--- src/sv/cle_pkg.sv ---
`default_nettype none

package cle_pkg;

  localparam int unsigned ByteW = 8;
  localparam int unsigned ReqW  = 7;

  localparam logic [ByteW-1:0] CH_BS    = 8'h08;
  localparam logic [ByteW-1:0] CH_DEL   = 8'h7f;
  localparam logic [ByteW-1:0] CH_SPACE = 8'h20;
  localparam logic [ByteW-1:0] CH_CR    = 8'h0d;
  localparam logic [ByteW-1:0] CH_LF    = 8'h0a;

  localparam logic ACT_FEED  = 1'b0;
  localparam logic ACT_DRAIN = 1'b1;

  typedef enum logic [1:0] {
    KIND_ECHO   = 2'd0,
    KIND_LINE   = 2'd1,
    KIND_STATUS = 2'd2
  } kind_t;

  typedef enum logic [1:0] {
    ST_IDLE,
    ST_FEED,
    ST_DRAIN
  } state_t;

  typedef struct packed {
    kind_t            kind;
    logic [ByteW-1:0] data;
    logic             last;
    logic             line_ready;
  } res_t;

endpackage

`default_nettype wire

--- src/sv/cle_line_ram.sv ---
`default_nettype none

module cle_line_ram
  import cle_pkg::*;
#(
  parameter int unsigned DEPTH = 256,
  parameter int unsigned AW    = 8
) (
  input  wire logic             clk,
  input  wire logic             wr_en,
  input  wire logic [AW-1:0]    wr_addr,
  input  wire logic [ByteW-1:0] wr_data,
  input  wire logic             rd_en,
  input  wire logic [AW-1:0]    rd_addr,
  output logic      [ByteW-1:0] rd_data_r
);

  logic [ByteW-1:0] mem [DEPTH];

  always_ff @(posedge clk) begin
    if (wr_en) begin
      mem[wr_addr] <= wr_data;
    end
  end

  always_ff @(posedge clk) begin
    if (rd_en) begin
      rd_data_r <= mem[rd_addr];
    end
  end

endmodule

`default_nettype wire

--- src/sv/cle_ctrl.sv ---
`default_nettype none

module cle_ctrl
  import cle_pkg::*;
#(
  parameter int unsigned LINE_SIZE = 256,
  parameter int unsigned MAX_DRAIN = 64
) (
  input  wire logic             clk,
  input  wire logic             rst_n,
  input  wire logic             echo_en,
  input  wire logic             in_valid,
  output logic                  in_ready,
  input  wire logic             action,
  input  wire logic [ByteW-1:0] typed_byte,
  input  wire logic [ReqW-1:0]  drain_max,
  output logic                  res_valid,
  output res_t                  res,
  input  wire logic             res_ready
);

  localparam int unsigned LW = $clog2(LINE_SIZE + 1);
  localparam int unsigned AW = $clog2(LINE_SIZE);
  localparam int unsigned NW = $clog2(MAX_DRAIN + 1);

  state_t           state_r, state_nxt;
  logic [LW-1:0]    len_r, len_nxt;
  logic [LW-1:0]    rpos_r, rpos_nxt;
  logic             cmp_r, cmp_nxt;

  kind_t            sq_kind_r, sq_kind_nxt;
  logic [ByteW-1:0] sq_byte_r, sq_byte_nxt;
  logic             sq_erase_r, sq_erase_nxt;
  logic [1:0]       sq_cnt_r, sq_cnt_nxt;
  logic [1:0]       sq_idx_r, sq_idx_nxt;
  logic             sq_rdy_r, sq_rdy_nxt;

  logic [NW-1:0]    dr_n_r, dr_n_nxt;
  logic [NW-1:0]    dr_iss_r, dr_iss_nxt;
  logic [NW-1:0]    dr_emt_r, dr_emt_nxt;
  logic             dr_rdy_r, dr_rdy_nxt;
  logic             dv_r, dv_nxt;

  logic             mem_wr_en;
  logic [ByteW-1:0] mem_wr_data;
  logic             mem_rd_en;
  logic [LW-1:0]    rd_sum;
  logic [ByteW-1:0] rd_data;

  logic [NW-1:0]    want;
  logic [LW-1:0]    avail;
  logic             want_lt;
  logic             is_erase;
  logic             is_nl;
  logic             sq_last;
  logic             dr_last;
  logic             push;
  logic             issue;

  assign want     = (int'(drain_max) > MAX_DRAIN) ? NW'(MAX_DRAIN) : NW'(drain_max);
  assign avail    = len_r - rpos_r;
  assign want_lt  = int'(want) < int'(avail);
  assign is_erase = (typed_byte == CH_BS) || (typed_byte == CH_DEL);
  assign is_nl    = (typed_byte == CH_CR) || (typed_byte == CH_LF);
  assign sq_last  = sq_idx_r == (sq_cnt_r - 2'd1);
  assign dr_last  = dr_emt_r == (dr_n_r - NW'(1));
  assign rd_sum   = rpos_r + LW'(dr_iss_r);

  cle_line_ram #(
    .DEPTH (LINE_SIZE),
    .AW    (AW)
  ) u_ram (
    .clk       (clk),
    .wr_en     (mem_wr_en),
    .wr_addr   (len_r[AW-1:0]),
    .wr_data   (mem_wr_data),
    .rd_en     (mem_rd_en),
    .rd_addr   (rd_sum[AW-1:0]),
    .rd_data_r (rd_data)
  );

  always_comb begin
    state_nxt    = state_r;
    len_nxt      = len_r;
    rpos_nxt     = rpos_r;
    cmp_nxt      = cmp_r;
    sq_kind_nxt  = sq_kind_r;
    sq_byte_nxt  = sq_byte_r;
    sq_erase_nxt = sq_erase_r;
    sq_cnt_nxt   = sq_cnt_r;
    sq_idx_nxt   = sq_idx_r;
    sq_rdy_nxt   = sq_rdy_r;
    dr_n_nxt     = dr_n_r;
    dr_iss_nxt   = dr_iss_r;
    dr_emt_nxt   = dr_emt_r;
    dr_rdy_nxt   = dr_rdy_r;
    dv_nxt       = dv_r;
    in_ready     = 1'b0;
    res_valid    = 1'b0;
    res          = '0;
    mem_wr_en    = 1'b0;
    mem_wr_data  = typed_byte;
    mem_rd_en    = 1'b0;
    push         = 1'b0;
    issue        = 1'b0;
    case (state_r)
      ST_IDLE: begin
        in_ready = 1'b1;
        if (in_valid) begin
          state_nxt    = ST_FEED;
          sq_idx_nxt   = 2'd0;
          sq_erase_nxt = 1'b0;
          sq_cnt_nxt   = 2'd1;
          sq_kind_nxt  = KIND_STATUS;
          sq_byte_nxt  = '0;
          sq_rdy_nxt   = 1'b0;
          if (action == ACT_FEED) begin
            if (cmp_r) begin
              sq_rdy_nxt = 1'b1;
            end else if (is_erase) begin
              if (len_r != '0) begin
                len_nxt = len_r - LW'(1);
                if (echo_en) begin
                  sq_kind_nxt  = KIND_ECHO;
                  sq_erase_nxt = 1'b1;
                  sq_cnt_nxt   = 2'd3;
                  sq_byte_nxt  = CH_BS;
                end
              end
            end else if (is_nl) begin
              if (int'(len_r) < LINE_SIZE) begin
                mem_wr_en   = 1'b1;
                mem_wr_data = CH_LF;
                len_nxt     = len_r + LW'(1);
              end
              cmp_nxt    = 1'b1;
              sq_rdy_nxt = 1'b1;
              if (echo_en) begin
                sq_kind_nxt = KIND_ECHO;
                sq_byte_nxt = CH_LF;
              end
            end else if (typed_byte < CH_SPACE) begin
              sq_rdy_nxt = 1'b0;
            end else if (int'(len_r) >= LINE_SIZE - 1) begin
              sq_rdy_nxt = 1'b0;
            end else begin
              mem_wr_en = 1'b1;
              len_nxt   = len_r + LW'(1);
              if (echo_en) begin
                sq_kind_nxt = KIND_ECHO;
                sq_byte_nxt = typed_byte;
              end
            end
          end else begin
            if (!cmp_r || want == '0) begin
              sq_rdy_nxt = cmp_r;
            end else begin
              state_nxt  = ST_DRAIN;
              dr_n_nxt   = want_lt ? want : NW'(avail);
              dr_rdy_nxt = want_lt;
              dr_iss_nxt = '0;
              dr_emt_nxt = '0;
              dv_nxt     = 1'b0;
            end
          end
        end
      end
      ST_FEED: begin
        res_valid      = 1'b1;
        res.kind       = sq_kind_r;
        res.data       = (sq_erase_r && sq_idx_r == 2'd1) ? CH_SPACE : sq_byte_r;
        res.last       = sq_last;
        res.line_ready = sq_rdy_r;
        if (res_ready) begin
          if (sq_last) begin
            state_nxt = ST_IDLE;
          end else begin
            sq_idx_nxt = sq_idx_r + 2'd1;
          end
        end
      end
      ST_DRAIN: begin
        res_valid      = dv_r;
        res.kind       = KIND_LINE;
        res.data       = rd_data;
        res.last       = dr_last;
        res.line_ready = dr_rdy_r;
        push           = dv_r && res_ready;
        issue          = (dr_iss_r != dr_n_r) && (!dv_r || push);
        mem_rd_en      = issue;
        if (issue) begin
          dr_iss_nxt = dr_iss_r + NW'(1);
        end
        dv_nxt = issue || (dv_r && !push);
        if (push) begin
          dr_emt_nxt = dr_emt_r + NW'(1);
          if (dr_last) begin
            state_nxt = ST_IDLE;
            if (dr_rdy_r) begin
              rpos_nxt = rpos_r + LW'(dr_n_r);
            end else begin
              len_nxt  = '0;
              rpos_nxt = '0;
              cmp_nxt  = 1'b0;
            end
          end
        end
      end
      default: begin
        state_nxt = ST_IDLE;
      end
    endcase
  end

  always_ff @(posedge clk) begin
    if (!rst_n) begin
      state_r <= ST_IDLE;
      len_r   <= '0;
      rpos_r  <= '0;
      cmp_r   <= 1'b0;
      dv_r    <= 1'b0;
    end else begin
      state_r <= state_nxt;
      len_r   <= len_nxt;
      rpos_r  <= rpos_nxt;
      cmp_r   <= cmp_nxt;
      dv_r    <= dv_nxt;
    end
  end

  always_ff @(posedge clk) begin
    sq_kind_r  <= sq_kind_nxt;
    sq_byte_r  <= sq_byte_nxt;
    sq_erase_r <= sq_erase_nxt;
    sq_cnt_r   <= sq_cnt_nxt;
    sq_idx_r   <= sq_idx_nxt;
    sq_rdy_r   <= sq_rdy_nxt;
    dr_n_r     <= dr_n_nxt;
    dr_iss_r   <= dr_iss_nxt;
    dr_emt_r   <= dr_emt_nxt;
    dr_rdy_r   <= dr_rdy_nxt;
  end

`ifndef SYNTHESIS
  a_len_bound: assert property (@(posedge clk) disable iff (!rst_n)
    int'(len_r) <= LINE_SIZE)
    else $error("line length beyond line size");

  a_rpos_in_line: assert property (@(posedge clk) disable iff (!rst_n)
    cmp_r |-> rpos_r < len_r)
    else $error("read position past end of complete line");

  a_rpos_idle: assert property (@(posedge clk) disable iff (!rst_n)
    !cmp_r |-> rpos_r == '0)
    else $error("read position nonzero on open line");

  a_read_ahead: assert property (@(posedge clk) disable iff (!rst_n)
    (state_r == ST_DRAIN && dv_r) |-> dr_iss_r == dr_emt_r + NW'(1))
    else $error("drain read pipeline out of step");

  a_write_idle: assert property (@(posedge clk) disable iff (!rst_n)
    mem_wr_en |=> $past(state_r) == ST_IDLE && state_r == ST_FEED)
    else $error("line store written outside feed accept");
`endif

endmodule

`default_nettype wire

--- src/sv/canonical_line_editor_unit.sv ---
`default_nettype none

// Canonical terminal line editor.
// Input channel (in_valid/in_ready): in_action 0 feeds in_typed_byte into
// the line, 1 drains up to in_drain_max stored bytes (capped at MAX_DRAIN).
// Result channel (out_valid/out_ready): one word per echo byte, drained
// byte or status; out_last marks the final word of each input item.
// Config channel (cfg_valid/cfg_ready): cfg_echo_enable turns echo on/off;
// write it only while the block is idle. It is always ready.
// One item is in work at a time; in_ready is high only when idle.
// Feed: after accept the feed state presents 1 to 3 words, one per cycle
// into the output register while out_ready does not stall.
// Drain: the first byte needs a line store read, so it passes through the
// RAM read register before the output register; further bytes follow one
// per cycle from the single read port while out_ready does not stall.
// A stall on out_ready holds the output register and freezes the read
// pipeline; nothing is lost or repeated.
// Reset empties the line and sets echo on. The line store is not cleared;
// no pass is needed since only written entries are read.
module canonical_line_editor_unit
  import cle_pkg::*;
#(
  parameter int unsigned LINE_SIZE = 256,
  parameter int unsigned MAX_DRAIN = 64
) (
  input  wire logic             clk,
  input  wire logic             rst_n,
  input  wire logic             cfg_valid,
  output logic                  cfg_ready,
  input  wire logic             cfg_echo_enable,
  input  wire logic             in_valid,
  output logic                  in_ready,
  input  wire logic             in_action,
  input  wire logic [ByteW-1:0] in_typed_byte,
  input  wire logic [ReqW-1:0]  in_drain_max,
  output logic                  out_valid,
  input  wire logic             out_ready,
  output logic      [1:0]       out_kind,
  output logic      [ByteW-1:0] out_data,
  output logic                  out_last,
  output logic                  out_line_ready
);

  logic echo_r;
  logic res_valid;
  logic res_ready;
  res_t res;
  logic out_valid_r;
  res_t out_word_r;

  assign cfg_ready = 1'b1;

  always_ff @(posedge clk) begin
    if (!rst_n) begin
      echo_r <= 1'b1;
    end else if (cfg_valid) begin
      echo_r <= cfg_echo_enable;
    end
  end

  cle_ctrl #(
    .LINE_SIZE (LINE_SIZE),
    .MAX_DRAIN (MAX_DRAIN)
  ) u_ctrl (
    .clk        (clk),
    .rst_n      (rst_n),
    .echo_en    (echo_r),
    .in_valid   (in_valid),
    .in_ready   (in_ready),
    .action     (in_action),
    .typed_byte (in_typed_byte),
    .drain_max  (in_drain_max),
    .res_valid  (res_valid),
    .res        (res),
    .res_ready  (res_ready)
  );

  // hold the word until taken; refill in the cycle it leaves
  assign res_ready = !out_valid_r || out_ready;

  always_ff @(posedge clk) begin
    if (!rst_n) begin
      out_valid_r <= 1'b0;
    end else if (res_ready) begin
      out_valid_r <= res_valid;
    end
  end

  always_ff @(posedge clk) begin
    if (res_ready && res_valid) begin
      out_word_r <= res;
    end
  end

  assign out_valid      = out_valid_r;
  assign out_kind       = out_word_r.kind;
  assign out_data       = out_word_r.data;
  assign out_last       = out_word_r.last;
  assign out_line_ready = out_word_r.line_ready;

endmodule

`default_nettype wire

--- config.mk ---
export PLATFORM = sky130hd
export DESIGN_NAME = canonical_line_editor_unit
export DESIGN_NICKNAME = d
export VERILOG_FILES = /design/src/sv/cle_pkg.sv /design/src/sv/cle_line_ram.sv /design/src/sv/cle_ctrl.sv /design/src/sv/canonical_line_editor_unit.sv
export SDC_FILE = /design/constraint.sdc
export NUM_CORES = 2
export LEC_CHECK = 0
export BUFFER_PORTS_ARGS = -buffer_cell sky130_fd_sc_hd__buf_4
export CAP_MARGIN = 5
export CORE_MARGIN = 2
export CORE_UTILIZATION = 30
export CTS_CLUSTER_DIAMETER = 100
export DETAILED_ROUTE_END_ITERATION = 10
export GPL_TIMING_DRIVEN = 0
export PLACE_DENSITY = 0.55
export SLEW_MARGIN = 20
export SYNTH_ARGS = -nofsm -noshare
export SYNTH_HDL_FRONTEND = slang
export SYNTH_SLANG_ARGS = --single-unit
--- constraint.sdc ---
create_clock -name clk -period 12.4 [get_ports clk]
set_input_delay 2.48 -clock clk [delete_from_list [all_inputs] [get_ports clk]]
set_output_delay 2.48 -clock clk [all_outputs]
set_load 0.01 [all_outputs]
==> run_results.csv <==
group,metric,value,unit
power_and_ir_drop,power.density,148,nW/µm²
logic_synthesis,syn_nets,4157,
logic_synthesis,ys_seq_elements,2127,
clocking,clk-insertion-delay-late,0.87,ns
drt,routed_wl,247000,µm
global_routing,grt.overflow.total,0,
logic_synthesis,synth_cells,4089,
clocking,cts_resized,0,
setup_path,crit_arrival,7.03,ns
logic_synthesis,ys_async_sr_fraction,0,
setup_path,cp-start-kind,"register",
setup_path,slowest_delay,0.95,ns
place,placed_cell_area,91200,µm²
setup_path,crit_type,"reg -> reg",
drt,avgViaCountPerCell,5.26,
logic_synthesis,ys_warn_count,0,
floorplan,dieArea,286000,µm²
logic_synthesis,synth_top_area_frac,0.747,
cells_and_area,nNetsFinal,4472,
sta,hold_violations,0,
clocking,clockBufferDepth,3,
drt,first_pass_iters,6,
place,place.gp.congestion,0.885,
sta,fin_skew,0.0470,ns
global_routing,antenna_found_initial,7,
setup_path,rrSetupSlack,5.87,ns
clocking,cts_tree,"built",
logic_synthesis,yosysUniqueCellTypes,74,
flow_run,maxCapViolCount,0,
logic_synthesis,ys.flop_type,"edfxtp_1",
floorplan,die_height,535,µm
power_and_ir_drop,power_leakage,29.9,nW
worst_hold_path,min-delay-path-class,"reg -> reg",
sta,worstMarginPinSlew,1.24,ns
place,port_buffers,35,
floorplan,initial_core_util,0.302,
setup_path,path_common_cell,"buf_2",
sta,report.final.slew_viol_count,0,
cells_and_area,drive_above_1_share,0.260,
clocking,hold_buffers,0,
worst_hold_path,hold_depth,2,
power_and_ir_drop,ir_drop,0.154,mV
worst_hold_path,hold-path-endpoint,"u_ctrl.state_r[0]",
global_routing,grt_pass1_wl,341000,µm
worst_hold_path,holdCritStartpoint,"u_ctrl.state_r[0]",
cells_and_area,stdcell_count,8307,
sta,holdWs,0.505,ns
global_routing,grt_max_degree,113,
global_routing,grt_pass1_vias,43132,
logic_synthesis,ys_top_cells_by_area,"edfxtp_1, mux4_2, nor2_1",
setup_path,r2r_cells,12,
drt,drc,0,
place,place_inst,7913,
clocking,clock-root-buffer,"clkbuf_16",
drt,vias,43725,
logic_synthesis,synth_common_cells,"edfxtp_1, mux4_2, nor2_1",
logic_synthesis,yosysTopAreaCell,"edfxtp_1",
setup_path,crit_fanout,10,
floorplan,die_x,535,µm
sta,rsz0062_at_grt,"false",
setup_path,worst_path_max_delay_cell,"nor4_2",
clocking,cts_setup_buffers,0,
run_status,status,"complete, no violations",
drt,drt_iter0_markers,5843,
logic_synthesis,syn_area_per_cell,20.7,µm²
sta,slew_headroom,0.171,
sta,tns,0,ns
clocking,h-tree-depth,4,
clocking,cts.sinks,2127,
clocking,cts_buffers,213,
drt,avgRoutedWirePerCell,29.8,µm
clocking,clk_pin_slew,0.06,ns
floorplan,coreArea,280000,µm²
place,dp_hpwl,171000,µm
cells_and_area,filler_cell_count,25810,
setup_path,path_cells,"ha_1 > fa_1 > buf_2 > buf_2 > buf_2 > clkbuf_1 > clkbuf_1 > mux4_2 > nand3_1 > nand4_1 > o2111ai_1 > nor4_2",
drt,antenna_left,0,
floorplan,io-pin-count,37,
sta,period_share,0.527,
logic_synthesis,synth.most_common_cell,"edfxtp_1",
setup_path,end_kind,"register",
cells_and_area,area_delta_synth_final,16.0,%
logic_synthesis,synth_edf_count,2103,
sta,finalSetupViolations,0,
setup_path,r2r-start,"u_ctrl.dr_iss_r[0]",
logic_synthesis,seq_area_frac_synth,0.752,
logic_synthesis,syn_area,84600,µm²
setup_path,r2r_end,"u_ctrl.u_ram.rd_data_r[2]",
cells_and_area,final_cell_area,98100,µm²
sta,min_period,6.53,ns
global_routing,grt_use_total,0.170,
sta,max_freq,0.153,GHz
floorplan,rows,194,
setup_path,worstPathRequired,12.89,ns
==> cells in the final DEF, fill, tap and decap left out, types with 37 or more instances in the layout <==
cell type,n
buf_4,53
clkbuf_1,136
buf_2,71
clkbuf_16,217
nand2_1,156
inv_1,37
nand3_1,78
nor2_1,294
ha_1,42
a31oi_1,40
a21oi_1,58
edfxtp_1,2103
clkinv_1,54
clkbuf_2,37
buf_16,37
and3_1,38
mux4_2,593
==> worst max-delay path: cells and delay by family (launching register included) <==
kind            cells  cell delay (ns)
buf+inv             5             2.88
flops               1             0.51
fa+ha+maj           2             0.76
simple gates        3             1.26
mux                 1             0.35
compound gates      1             0.35
==> layer usage <==
layer  routed length (µm)  track usage  up-vias  part of all wire
met1               102000        0.236    23686              0.41
met4                 7940       0.0552        0             0.032
li1                     -            -    17563                 -
met2               115000        0.265     2119              0.46
met5                    0            0        -                 0
met3                22400       0.0377      357             0.091
==> flip-flops by register name, indices dropped and copies added, names as in the netlist, 8 cells and up <==
register                count
out_data                    8
u_ctrl.len_r                9
u_ctrl.rpos_r               9
u_ctrl.sq_byte_r            8
u_ctrl.u_ram.mem         2048
u_ctrl.u_ram.rd_data_r      8
==> per-stage QoR <==
step | setup slack (ns) | util | total power, mW
CTS | 6.05 | 0.351 | 14.6
global placement | -7.62 | 0.320 | 8.31
finish | 5.87 | 0.351 | 14.6
global route | 5.81 | 0.351 | 14.9
floorplan | 1.52 | - | 8.18
detailed placement | 5.23 | 0.326 | 8.29
==> how the worst max path moves through the flow <==
stage / from / end / slack, ns / depth (start not counted)
after floorplan: in_typed_byte[0] / u_ctrl.u_ram.mem[0][0] / 1.52 / 5
after global placement: in_typed_byte[0] / u_ctrl.u_ram.mem[140][0] / -7.62 / 6
after detailed placement: in_typed_byte[7] / u_ctrl.u_ram.mem[246][2] / 5.23 / 9
after CTS: u_ctrl.dr_iss_r[0] / u_ctrl.u_ram.rd_data_r[5] / 6.05 / 12
after global routing: u_ctrl.dr_iss_r[0] / u_ctrl.u_ram.rd_data_r[4] / 5.81 / 12
final: u_ctrl.dr_iss_r[0] / u_ctrl.u_ram.rd_data_r[2] / 5.87 / 12
==> kinds of logic (layout without fill, tap and decap cells) <==
group           after synthesis  count (layout)  synth area share
buf+inv                     273             764            0.0144
mux                         638             638             0.163
flops                      2127            2127             0.752
other cells                   1               4         0.0000443
compound gates              234             234            0.0184
fa+ha+maj                    46              46           0.00716
xor+xnor                     50              50           0.00518
simple gates                720             720            0.0390
==> where the power goes <==
group | switching (mW) | internal, mW | leakage (nW)
sequential | 0.00314 | 7.90 | 19.1
combinational | 0.170 | 0.0604 | 7.39
clock | 2.79 | 3.63 | 3.34
total | 2.97 | 11.6 | 29.9
==> area by class of cell <==
type                    count  area, µm²  area share
inverters                  37        139     0.00142
diodes                      3       7.51   0.0000765
flip-flops and latches   2127      63600       0.648
clock inverters           128       1290      0.0131
repair buffers            100       1750      0.0179
plain buffers             236       1150      0.0117
clock buffers             263       5620      0.0573
multi-input cells        1689      19900       0.203
well taps                3724       4660      0.0475
Note: power is estimated with default switching activity, not from simulation.
